[src/rtl/rtcl_pkg.sv]
// shared types, register select codes and divider constants for the cartridge rtc block
// no dependencies; used by the split unit, the top level and the testbench
package rtcl_pkg;

	// transfer kinds
	localparam logic KIND_LATCH = 1'b0;
	localparam logic KIND_REG   = 1'b1;

	// clock register selects
	localparam logic [3:0] SEL_SECONDS  = 4'd8;
	localparam logic [3:0] SEL_MINUTES  = 4'd9;
	localparam logic [3:0] SEL_HOURS    = 4'd10;
	localparam logic [3:0] SEL_DAYS_LOW = 4'd11;
	localparam logic [3:0] SEL_FLAGS    = 4'd12;

	// flag register bit positions
	localparam int unsigned STOP_BIT  = 6;
	localparam int unsigned CARRY_BIT = 7;

	localparam logic [31:0] SEC_PER_MIN  = 32'd60;
	localparam logic [31:0] SEC_PER_HOUR = 32'd3600;
	localparam logic [31:0] SEC_PER_DAY  = 32'd86400;

	// reciprocals: floor(x*m >> k) == floor(x/d) over the stated operand range
	localparam logic [31:0] RECIP_60_X32 = 32'h8888_8889;    // x < 2^32, k = 37
	localparam logic [27:0] RECIP_60_X27 = 28'd143165577;    // x < 2^27, k = 33
	localparam logic [21:0] RECIP_24_X21 = 22'd2796203;      // x < 2^21, k = 26

	typedef struct packed {
		logic        kind;
		logic [7:0]  data;
		logic [3:0]  select;
		logic [31:0] now_seconds;
	} in_item_t;

	typedef struct packed {
		logic [7:0] shown_seconds;
		logic [7:0] shown_minutes;
		logic [7:0] shown_hours;
		logic [7:0] shown_days_low;
		logic [7:0] shown_flags;
	} result_t;

	typedef struct packed {
		logic        start;
		logic [31:0] now_seconds;
		logic [31:0] epoch;
	} split_req_t;

	typedef struct packed {
		logic        valid;
		logic [5:0]  seconds;
		logic [5:0]  minutes;
		logic [4:0]  hours;
		logic [15:0] days;
	} split_res_t;

endpackage

[src/rtl/rtcl_if.sv]
// valid/ready channel interfaces for bus writes in and visible register bytes out
// no dependencies
interface rtcl_in_if;
	logic        valid;
	logic        ready;
	logic        kind;
	logic [7:0]  data;
	logic [3:0]  select;
	logic [31:0] now_seconds;

	modport source (output valid, kind, data, select, now_seconds, input ready);
	modport sink   (input valid, kind, data, select, now_seconds, output ready);
endinterface

interface rtcl_out_if;
	logic       valid;
	logic       ready;
	logic [7:0] shown_seconds;
	logic [7:0] shown_minutes;
	logic [7:0] shown_hours;
	logic [7:0] shown_days_low;
	logic [7:0] shown_flags;

	modport source (output valid, shown_seconds, shown_minutes, shown_hours, shown_days_low,
		shown_flags, input ready);
	modport sink   (input valid, shown_seconds, shown_minutes, shown_hours, shown_days_low,
		shown_flags, output ready);
endinterface

[src/rtl/cartridge_rtc_latch_and_set_core.sv]
// a register write or a latch that splits nothing goes from transfer to result through the
// input register, then the state and result register; one such item per cycle while no split
// runs and the result slot is free; a latch that splits running time holds off the next item
// until the subtract and three chained reciprocal multiplies of the split unit are through
// asynchronous reset clears all clock state, the visible registers and the epoch to zero
// top level; depends on rtcl_pkg, rtcl_if and rtcl_split
module cartridge_rtc_latch_and_set_core (
	input  logic          clk,
	input  logic          arst_n,
	rtcl_in_if.sink       item,
	rtcl_out_if.source    result
);

	// input register
	rtcl_pkg::in_item_t item_s1;
	logic               item_valid_s1;

	// clock state
	logic               last_latch_q;
	logic [31:0]        epoch_q;
	logic [5:0]         sec_q;
	logic [5:0]         min_q;
	logic [4:0]         hr_q;
	logic [15:0]        days_q;
	logic [7:0]         flags_q;
	rtcl_pkg::result_t  vis_q;      // visible registers, also the result payload
	logic               out_valid_q;
	logic               busy_q;     // split in flight

	logic               last_latch_n;
	logic [31:0]        epoch_n;
	logic [5:0]         sec_n;
	logic [5:0]         min_n;
	logic [4:0]         hr_n;
	logic [15:0]        days_n;
	logic [7:0]         flags_n;
	rtcl_pkg::result_t  vis_n;
	logic [31:0]        total;

	logic               is_latch;
	logic               rising;
	logic               needs_split;
	logic               out_free;
	logic               fast_done;
	logic               complete;

	rtcl_pkg::split_req_t split_req;
	rtcl_pkg::split_res_t split_res;

	// byte reduced modulo 60 by restoring steps of 240, 120, 60
	function automatic logic [5:0] mod_60(input logic [7:0] b);
		logic [7:0] r;
		r = b;
		if (r >= 8'd240) r = r - 8'd240;
		if (r >= 8'd120) r = r - 8'd120;
		if (r >= 8'd60)  r = r - 8'd60;
		return r[5:0];
	endfunction

	// byte reduced modulo 24 by restoring steps of 192, 96, 48, 24
	function automatic logic [4:0] mod_24(input logic [7:0] b);
		logic [7:0] r;
		r = b;
		if (r >= 8'd192) r = r - 8'd192;
		if (r >= 8'd96)  r = r - 8'd96;
		if (r >= 8'd48)  r = r - 8'd48;
		if (r >= 8'd24)  r = r - 8'd24;
		return r[4:0];
	endfunction

	// visible bytes from the counts; flags byte carries day bit 8 in bit 0
	function automatic rtcl_pkg::result_t refresh(input logic [5:0] s, input logic [5:0] m,
		input logic [4:0] h, input logic [15:0] d, input logic [7:0] f);
		rtcl_pkg::result_t v;
		v.shown_seconds  = {2'b00, s};
		v.shown_minutes  = {2'b00, m};
		v.shown_hours    = {3'b000, h};
		v.shown_days_low = d[7:0];
		v.shown_flags    = {f[7:1], d[8]};
		return v;
	endfunction

	// handshake and sequencing
	always_comb begin
		is_latch    = (item_s1.kind == rtcl_pkg::KIND_LATCH);
		rising      = is_latch && item_s1.data[0] && !last_latch_q;
		needs_split = item_valid_s1 && rising && !flags_q[rtcl_pkg::STOP_BIT];
		out_free    = !out_valid_q || result.ready;
		// anything but a running-clock latch finishes once no split runs and the result slot is free
		fast_done   = item_valid_s1 && !busy_q && !needs_split && out_free;
		// the result slot is free at start and nothing else loads it while busy
		split_req.start       = needs_split && !busy_q && out_free;
		split_req.now_seconds = item_s1.now_seconds;
		split_req.epoch       = epoch_q;
		complete    = fast_done || split_res.valid;
		item.ready  = !item_valid_s1 || complete;
	end

	rtcl_split u_split (
		.clk    (clk),
		.arst_n (arst_n),
		.req    (split_req),
		.res    (split_res)
	);

	// next state of the clock
	always_comb begin
		last_latch_n = last_latch_q;
		epoch_n      = epoch_q;
		sec_n        = sec_q;
		min_n        = min_q;
		hr_n         = hr_q;
		days_n       = days_q;
		flags_n      = flags_q;
		vis_n        = vis_q;
		total        = 32'd0;

		if (split_res.valid) begin
			// split done: take the new counts, carry once days pass 511
			sec_n  = split_res.seconds;
			min_n  = split_res.minutes;
			hr_n   = split_res.hours;
			days_n = split_res.days;
			if (|split_res.days[15:9]) begin
				flags_n[rtcl_pkg::CARRY_BIT] = 1'b1;
			end
			vis_n  = refresh(sec_n, min_n, hr_n, days_n, flags_n);
		end else if (fast_done) begin
			if (is_latch) begin
				last_latch_n = item_s1.data[0];
				// stopped clock: refresh from held counts
				if (rising) begin
					vis_n = refresh(sec_q, min_q, hr_q, days_q, flags_q);
				end
			end else begin
				unique case (item_s1.select)
					rtcl_pkg::SEL_SECONDS: begin
						vis_n.shown_seconds = item_s1.data;
						sec_n = mod_60(item_s1.data);
					end
					rtcl_pkg::SEL_MINUTES: begin
						vis_n.shown_minutes = item_s1.data;
						min_n = mod_60(item_s1.data);
					end
					rtcl_pkg::SEL_HOURS: begin
						vis_n.shown_hours = item_s1.data;
						hr_n = mod_24(item_s1.data);
					end
					rtcl_pkg::SEL_DAYS_LOW: begin
						// days above bit 8 are dropped
						vis_n.shown_days_low = item_s1.data;
						days_n = {7'd0, days_q[8], item_s1.data};
					end
					rtcl_pkg::SEL_FLAGS: begin
						vis_n.shown_flags = item_s1.data;
						flags_n = item_s1.data;
						days_n = {7'd0, item_s1.data[0], days_q[7:0]};
					end
					default: begin
						// no field changes, epoch still recomputed
					end
				endcase
				// epoch so that running time equals the new counts, modulo 2^32
				total = 32'(sec_n) + 32'(min_n) * rtcl_pkg::SEC_PER_MIN
					+ 32'(hr_n) * rtcl_pkg::SEC_PER_HOUR + 32'(days_n) * rtcl_pkg::SEC_PER_DAY;
				epoch_n = item_s1.now_seconds - total;
			end
		end

		// the rising latch bit is recorded when its split starts
		if (split_req.start) begin
			last_latch_n = 1'b1;
		end
	end

	// control and clock state
	always_ff @(posedge clk or negedge arst_n) begin
		if (!arst_n) begin
			item_valid_s1 <= 1'b0;
			busy_q        <= 1'b0;
			out_valid_q   <= 1'b0;
			last_latch_q  <= 1'b0;
			epoch_q       <= 32'd0;
			sec_q         <= 6'd0;
			min_q         <= 6'd0;
			hr_q          <= 5'd0;
			days_q        <= 16'd0;
			flags_q       <= 8'd0;
			vis_q         <= '0;
		end else begin
			if (item.ready) begin
				item_valid_s1 <= item.valid;
			end
			if (split_req.start) begin
				busy_q <= 1'b1;
			end else if (split_res.valid) begin
				busy_q <= 1'b0;
			end
			if (complete) begin
				out_valid_q <= 1'b1;
			end else if (result.ready) begin
				out_valid_q <= 1'b0;
			end
			last_latch_q <= last_latch_n;
			epoch_q      <= epoch_n;
			sec_q        <= sec_n;
			min_q        <= min_n;
			hr_q         <= hr_n;
			days_q       <= days_n;
			flags_q      <= flags_n;
			vis_q        <= vis_n;
		end
	end

	// input register payload
	always_ff @(posedge clk) begin
		if (item.ready && item.valid) begin
			item_s1 <= '{kind: item.kind, data: item.data, select: item.select,
				now_seconds: item.now_seconds};
		end
	end

	// result channel
	always_comb begin
		result.valid          = out_valid_q;
		result.shown_seconds  = vis_q.shown_seconds;
		result.shown_minutes  = vis_q.shown_minutes;
		result.shown_hours    = vis_q.shown_hours;
		result.shown_days_low = vis_q.shown_days_low;
		result.shown_flags    = vis_q.shown_flags;
	end

	// split results only arrive for a split that was started
	a_split_in_flight: assert property (@(posedge clk) disable iff (!arst_n)
		split_res.valid |-> busy_q)
		else $error("split result without a split in flight");

	// no second split is started while one is running
	a_single_split: assert property (@(posedge clk) disable iff (!arst_n)
		split_req.start |-> !busy_q)
		else $error("split started while busy");

	// a finished split never meets an untaken result
	a_slot_free_at_done: assert property (@(posedge clk) disable iff (!arst_n)
		split_res.valid |-> !out_valid_q)
		else $error("split finished with result slot occupied");

	// a fresh result only follows a completed item
	a_result_from_item: assert property (@(posedge clk) disable iff (!arst_n)
		$rose(out_valid_q) |-> $past(complete))
		else $error("result appeared without a completed item");

	// clock state does not move while a split is running
	a_state_held_busy: assert property (@(posedge clk) disable iff (!arst_n)
		(busy_q && !split_res.valid) |=> ($stable(epoch_q) && $stable(days_q)))
		else $error("clock state changed during a split");

endmodule

[src/rtl/rtcl_split.sv]
// pipelined split of running time into seconds, minutes, hours and days
// constant division by reciprocal multiplication; depends on rtcl_pkg
module rtcl_split (
	input  logic                    clk,
	input  logic                    arst_n,
	input  rtcl_pkg::split_req_t    req,
	output rtcl_pkg::split_res_t    res
);

	logic        valid_s1, valid_s2, valid_s3, valid_s4;
	logic [31:0] t_s1;
	logic [63:0] p1_s2;
	logic [7:0]  t_lo_s2;
	logic [53:0] p2_s3;
	logic [7:0]  q1_lo_s3;
	logic [5:0]  sec_s3;
	logic [41:0] p3_s4;
	logic [7:0]  q2_lo_s4;
	logic [5:0]  sec_s4;
	logic [5:0]  min_s4;

	logic [26:0] q1;
	logic [20:0] q2;
	logic [15:0] q3;
	logic [7:0]  q1_by60;
	logic [7:0]  q2_by60;
	logic [7:0]  q3_by24;
	logic [7:0]  sec_full;
	logic [7:0]  min_full;
	logic [7:0]  hr_full;

	always_comb begin
		// total seconds / 60
		q1       = p1_s2[63:37];
		q1_by60  = q1[7:0] * 8'd60;
		sec_full = t_lo_s2 - q1_by60;
		// total minutes / 60
		q2       = p2_s3[53:33];
		q2_by60  = q2[7:0] * 8'd60;
		min_full = q1_lo_s3 - q2_by60;
		// total hours / 24
		q3       = p3_s4[41:26];
		q3_by24  = q3[7:0] * 8'd24;
		hr_full  = q2_lo_s4 - q3_by24;
	end

	always_ff @(posedge clk or negedge arst_n) begin
		if (!arst_n) begin
			valid_s1 <= 1'b0;
			valid_s2 <= 1'b0;
			valid_s3 <= 1'b0;
			valid_s4 <= 1'b0;
		end else begin
			valid_s1 <= req.start;
			valid_s2 <= valid_s1;
			valid_s3 <= valid_s2;
			valid_s4 <= valid_s3;
		end
	end

	always_ff @(posedge clk) begin
		t_s1     <= req.now_seconds - req.epoch;
		p1_s2    <= 64'(t_s1) * 64'(rtcl_pkg::RECIP_60_X32);
		t_lo_s2  <= t_s1[7:0];
		p2_s3    <= 54'(q1) * 54'(rtcl_pkg::RECIP_60_X27);
		q1_lo_s3 <= q1[7:0];
		sec_s3   <= sec_full[5:0];
		p3_s4    <= 42'(q2) * 42'(rtcl_pkg::RECIP_24_X21);
		q2_lo_s4 <= q2[7:0];
		sec_s4   <= sec_s3;
		min_s4   <= min_full[5:0];
	end

	always_comb begin
		res.valid   = valid_s4;
		res.seconds = sec_s4;
		res.minutes = min_s4;
		res.hours   = hr_full[4:0];
		res.days    = q3;
	end

endmodule

[src/flat_wrapper.sv]
// flat-port wrapper written by rule: the top's interface ports become plain ports
module cartridge_rtc_latch_and_set_core_flat 
  (clk, arst_n, item_valid, item_kind, item_data, item_select, item_now_seconds, item_ready, result_valid, result_shown_seconds, result_shown_minutes, result_shown_hours, result_shown_days_low, result_shown_flags, result_ready);
  rtcl_in_if item_i ();
  rtcl_out_if result_i ();
  input  logic clk;
  input  logic arst_n;
  input wire logic [$bits(item_i.valid)-1:0] item_valid;
  input wire logic [$bits(item_i.kind)-1:0] item_kind;
  input wire logic [$bits(item_i.data)-1:0] item_data;
  input wire logic [$bits(item_i.select)-1:0] item_select;
  input wire logic [$bits(item_i.now_seconds)-1:0] item_now_seconds;
  output wire logic [$bits(item_i.ready)-1:0] item_ready;
  output wire logic [$bits(result_i.valid)-1:0] result_valid;
  output wire logic [$bits(result_i.shown_seconds)-1:0] result_shown_seconds;
  output wire logic [$bits(result_i.shown_minutes)-1:0] result_shown_minutes;
  output wire logic [$bits(result_i.shown_hours)-1:0] result_shown_hours;
  output wire logic [$bits(result_i.shown_days_low)-1:0] result_shown_days_low;
  output wire logic [$bits(result_i.shown_flags)-1:0] result_shown_flags;
  input wire logic [$bits(result_i.ready)-1:0] result_ready;
  assign item_i.valid = item_valid;
  assign item_i.kind = item_kind;
  assign item_i.data = item_data;
  assign item_i.select = item_select;
  assign item_i.now_seconds = item_now_seconds;
  assign item_ready = item_i.ready;
  assign result_valid = result_i.valid;
  assign result_shown_seconds = result_i.shown_seconds;
  assign result_shown_minutes = result_i.shown_minutes;
  assign result_shown_hours = result_i.shown_hours;
  assign result_shown_days_low = result_i.shown_days_low;
  assign result_shown_flags = result_i.shown_flags;
  assign result_i.ready = result_ready;
  cartridge_rtc_latch_and_set_core u_core (.clk(clk), .arst_n(arst_n), .item(item_i), .result(result_i));
endmodule
[config.mk]
export PLATFORM = sky130hd
export DESIGN_NAME = cartridge_rtc_latch_and_set_core_flat
export DESIGN_NICKNAME = d
export VERILOG_FILES = /design/src/rtl/rtcl_pkg.sv /design/src/rtl/rtcl_if.sv /design/src/rtl/cartridge_rtc_latch_and_set_core.sv /design/src/rtl/rtcl_split.sv /design/src/flat_wrapper.sv
export SDC_FILE = /design/constraint.sdc
export NUM_CORES = 2
export LEC_CHECK = 0
export BUFFER_PORTS_ARGS = -buffer_cell sky130_fd_sc_hd__buf_2
export CAP_MARGIN = 20
export CORE_UTILIZATION = 45
export DETAILED_ROUTE_END_ITERATION = 8
export REMOVE_ABC_BUFFERS = 1
export SLEW_MARGIN = 10
export SYNTH_ARGS = -nofsm -noshare
export SYNTH_HDL_FRONTEND = slang
export SYNTH_SLANG_ARGS = --single-unit
[constraint.sdc]
create_clock -name clk -period 19.5 [get_ports clk]
set_input_delay 2.925 -clock clk [delete_from_list [all_inputs] [get_ports clk]]
set_output_delay 2.925 -clock clk [all_outputs]
set_load 0.02 [all_outputs]
==> summary.md <==
| Metric | Value |
|---|---|
| GRT Residual Overflow | `0` |
| CP endpoint kind | `flip-flop` |
| Final wirelength | `between 90000 and 100000 um` |
| Final Max Slew Viols | `0` |
| CP most frequent cell | `a21oi_1` |
| Core area | `about 87000 um2` |
| Clk buf depth | `3` |
| Outcome | `completed` |
| Net count, final | `5485` |
| Post-cts sizing count | `0` |
| Post-DR wirelength/cell | `~18 um` |
| # IOs | `91` |
| Pin count of the biggest net entering global routing | `64` |
| Layout cell share with drive strength beyond 1 | `about 6.3%` |
| Via count | `27.6k` |
| Async set or reset register ratio after synthesis | `between 40% and 50%` |
| Clk pin slew, worst setup/hold paths | `0.06 ns` |
| Die width | `~300 um` |
| Hold crit path type | `reg2reg` |
| Initial DRC count | `about 1.7k` |
| Seq/Total Area, Yosys | `between 10% and 20%` |
| Distinct cells, synth | `97` |
| Vias per cell | `about 5.2` |
| Kind of critical path | `reg2reg` |
| Fillers | `about 8.2k` |
| Min Hold Slack | `0.311 ns` |
| RSZ-0062 raised after global routing | `no` |
| Area contributors post-synth | `ha_1 (27%), fa_1 (22%), inv_1 (8.3%)` |
| Initial Util | `between 40% and 50%` |
| Total negative slack | `0 ns` |
| Dpl cell area | `41500 um2` |
| DR DRC count | `0` |
| Ant. Diodes | `0` |
| Worst EP arrival | `around 11 ns` |
| GP Congestion | `between 0.9 and 1` |
| Post-route cell area | `between 40000 and 50000 um2` |
| Share of the synthesized area in the top cell type | `a little over a quarter` |
| Worst-skew pair later-pin latency | `~0.57 ns` |
| Htree depth | `2` |
| Slew at the pin closest to its max-slew limit | `0.960 ns` |
| Initial antenna violation count | `1` |
| Top FF cell, synth | `dfxtp_1` |
| Gate Count Post-Synth | `4042` |
| Worst path required time | `~20 ns` |
| Yosys synthesis warning count | `0` |
| Final setup vio count | `0` |
| Full die area | `roughly 90000 um2` |
| Final worst-path cycle share | `51.9%` |
| FF+latch count, synth | `296` |
| Num rows | `108` |
| Syn avg cell area | `between 9 and 10 um2` |
| Vias in the first global route | `approximately 29k` |
| Post-CTS Setup Inserts | `0` |
| Post-synthesis cell area | `between 30000 and 40000 um2` |
| Port Buffer Count | `90` |
| EDFF count, synth | `45` |
| TritonCTS clock tree | `built` |
| Max-cap violation count | `0` |
| First-pass GRT wire length | `between 150000 and 200000 um` |
| Synth area leader | `ha_1` |
| Post-route antenna net violation count | `0` |
| Slowest CP cell | `edfxtp_1` |
| CTS Hold Buffers Added | `0` |
| Worst-case clock skew | `between 0.02 and 0.03 ns` |
| Overall Global Routing Usage | `21.7%` |
| Startpoint Class | `flip-flop` |
| First-pass DRT Iterations | `5` |
| Post-layout min period | `between 10 and 15 ns` |
| Die Height | `roughly 300 um` |
| Final hold vios | `0` |
| HPWL Detailed | `roughly 79000 um` |
| Core Util, Final | `about half` |
| Worst-path fanout max | `18` |
| Slew Limit Headroom | `a little over a third` |
| Crit-path max cell delay | `0.79 ns` |
| Max Fclk | `about 0.099 GHz` |
| Area delta synth->final | `7.81%` |
| TritonCTS buffer count | `37` |
| Root buf cell | `clkbuf_16` |
| CTS Sinks | `between 200 and 300` |
## cell usage after synthesis, drive strengths merged (7+ instances only)
library cell / count
a21boi: 14
o21bai: 25
mux2i: 23
nor2b: 39
and4: 8
dfrtp: 120
a2bb2oi: 12
a31o: 8
nand2b: 47
nand4: 25
a211oi: 20
and3: 15
edfxtp: 45
o31ai: 11
inv: 882
dfxtp: 131
and2: 13
nand3: 40
o21a: 30
nor3: 20
xnor2: 126
xor2: 53
clkbuf: 40
mux2: 49
a21oi: 191
o21ai: 184
ha: 860
or3: 11
fa: 439
a21o: 104
nand3b: 7
nand2: 166
or2: 10
a31oi: 17
nor4: 10
buf: 8
nor2: 143
## layer usage
layer	vias to the layer above	part of all wire, %	global-route usage [%]
met5	-	0	0
met4	0	2.4	5.20
met3	112	4.6	2.34
met2	610	44	34.1
met1	13300	49	31.9
li1	13600	-	-
## cells in the final DEF, fill, tap and decap left out, drive strengths merged, types with 45 or more instances in the layout
cell,n
edfxtp,45
a21o,104
nand2b,47
fa,439
mux2,49
buf,104
nor2,143
a21oi,191
xor2,53
nand2,166
xnor2,126
o21ai,184
ha,860
dfrtp,120
inv,893
dfxtp,131
## worst max-delay path, delay by kind of cell, from the launching register on
family | cells | cell delay [ns]
simple gates | 7 | 1.21
buf+inv | 5 | 0.37
flops | 1 | 0.79
xor+xnor | 3 | 0.42
compound gates | 14 | 2.75
fa+ha+maj | 10 | 4.07
mux | 1 | 0.36
## kinds of logic after synthesis
family	count (synthesis)	synth area share (%)
flops	296	17.6
compound gates	698	11.3
fa+ha+maj	1299	49.2
mux	72	1.99
xor+xnor	179	3.97
simple gates	567	7.04
buf+inv	931	8.88
## registers in the layout (all words and copies together), names as in the netlist, 16 cells and up
name                  cells
u_core.item_s1           45
u_core.epoch_q           32
u_core.u_split.t_s1      32
u_core.u_split.p1_s2     27
u_core.u_split.p2_s3     21
u_core.days_q            16
u_core.u_split.p3_s4     16
## layout make-up
| class | instances | area [um2] | area share [%] |
|---|---|---|---|
| repair buffers | 104 | 569 | 1.33 |
| flip-flops and latches | 296 | 6980 | 16.3 |
| clock inverters | 27 | 303 | 0.708 |
| clock buffers | 41 | 972 | 2.27 |
| well taps | 1155 | 1450 | 3.38 |
| inverters | 883 | 3310 | 7.74 |
| multi-input cells | 2815 | 29200 | 68.3 |
## worst paths after layout
kind	slack, ns	end	cells after the start	startpoint
min reg2reg	0.31	u_core.u_split.sec_s3[1]$_DFF_P_	0	u_core.u_split.t_lo_s2[1]$_DFF_P_
min in group asynchronous	2.33	u_core.u_split.valid_s2$_DFF_PN0_	1	arst_n
min	0.31	u_core.u_split.sec_s3[1]$_DFF_P_	0	u_core.u_split.t_lo_s2[1]$_DFF_P_
max reg2reg	9.38	u_core.epoch_q[27]$_DFFE_PN0P_	40	u_core.item_s1[40]$_DFFE_PP_
max in group asynchronous	15.84	u_core.epoch_q[31]$_DFFE_PN0P_	2	arst_n
max	9.38	u_core.epoch_q[27]$_DFFE_PN0P_	40	u_core.item_s1[40]$_DFFE_PP_
## per-stage QoR
stage | setup WS [ns] | std cells
after global routing | 8.52 | 5321
after CTS | 9.46 | 5320
after floorplan | 10.69 | 3994
after global placement | 9.71 | 5252
final | 9.38 | 5321
after detailed placement | 9.53 | 5252
Power is not shown: default switching activity piles up to over one toggle a cycle in this logic, so the estimate is an artifact.
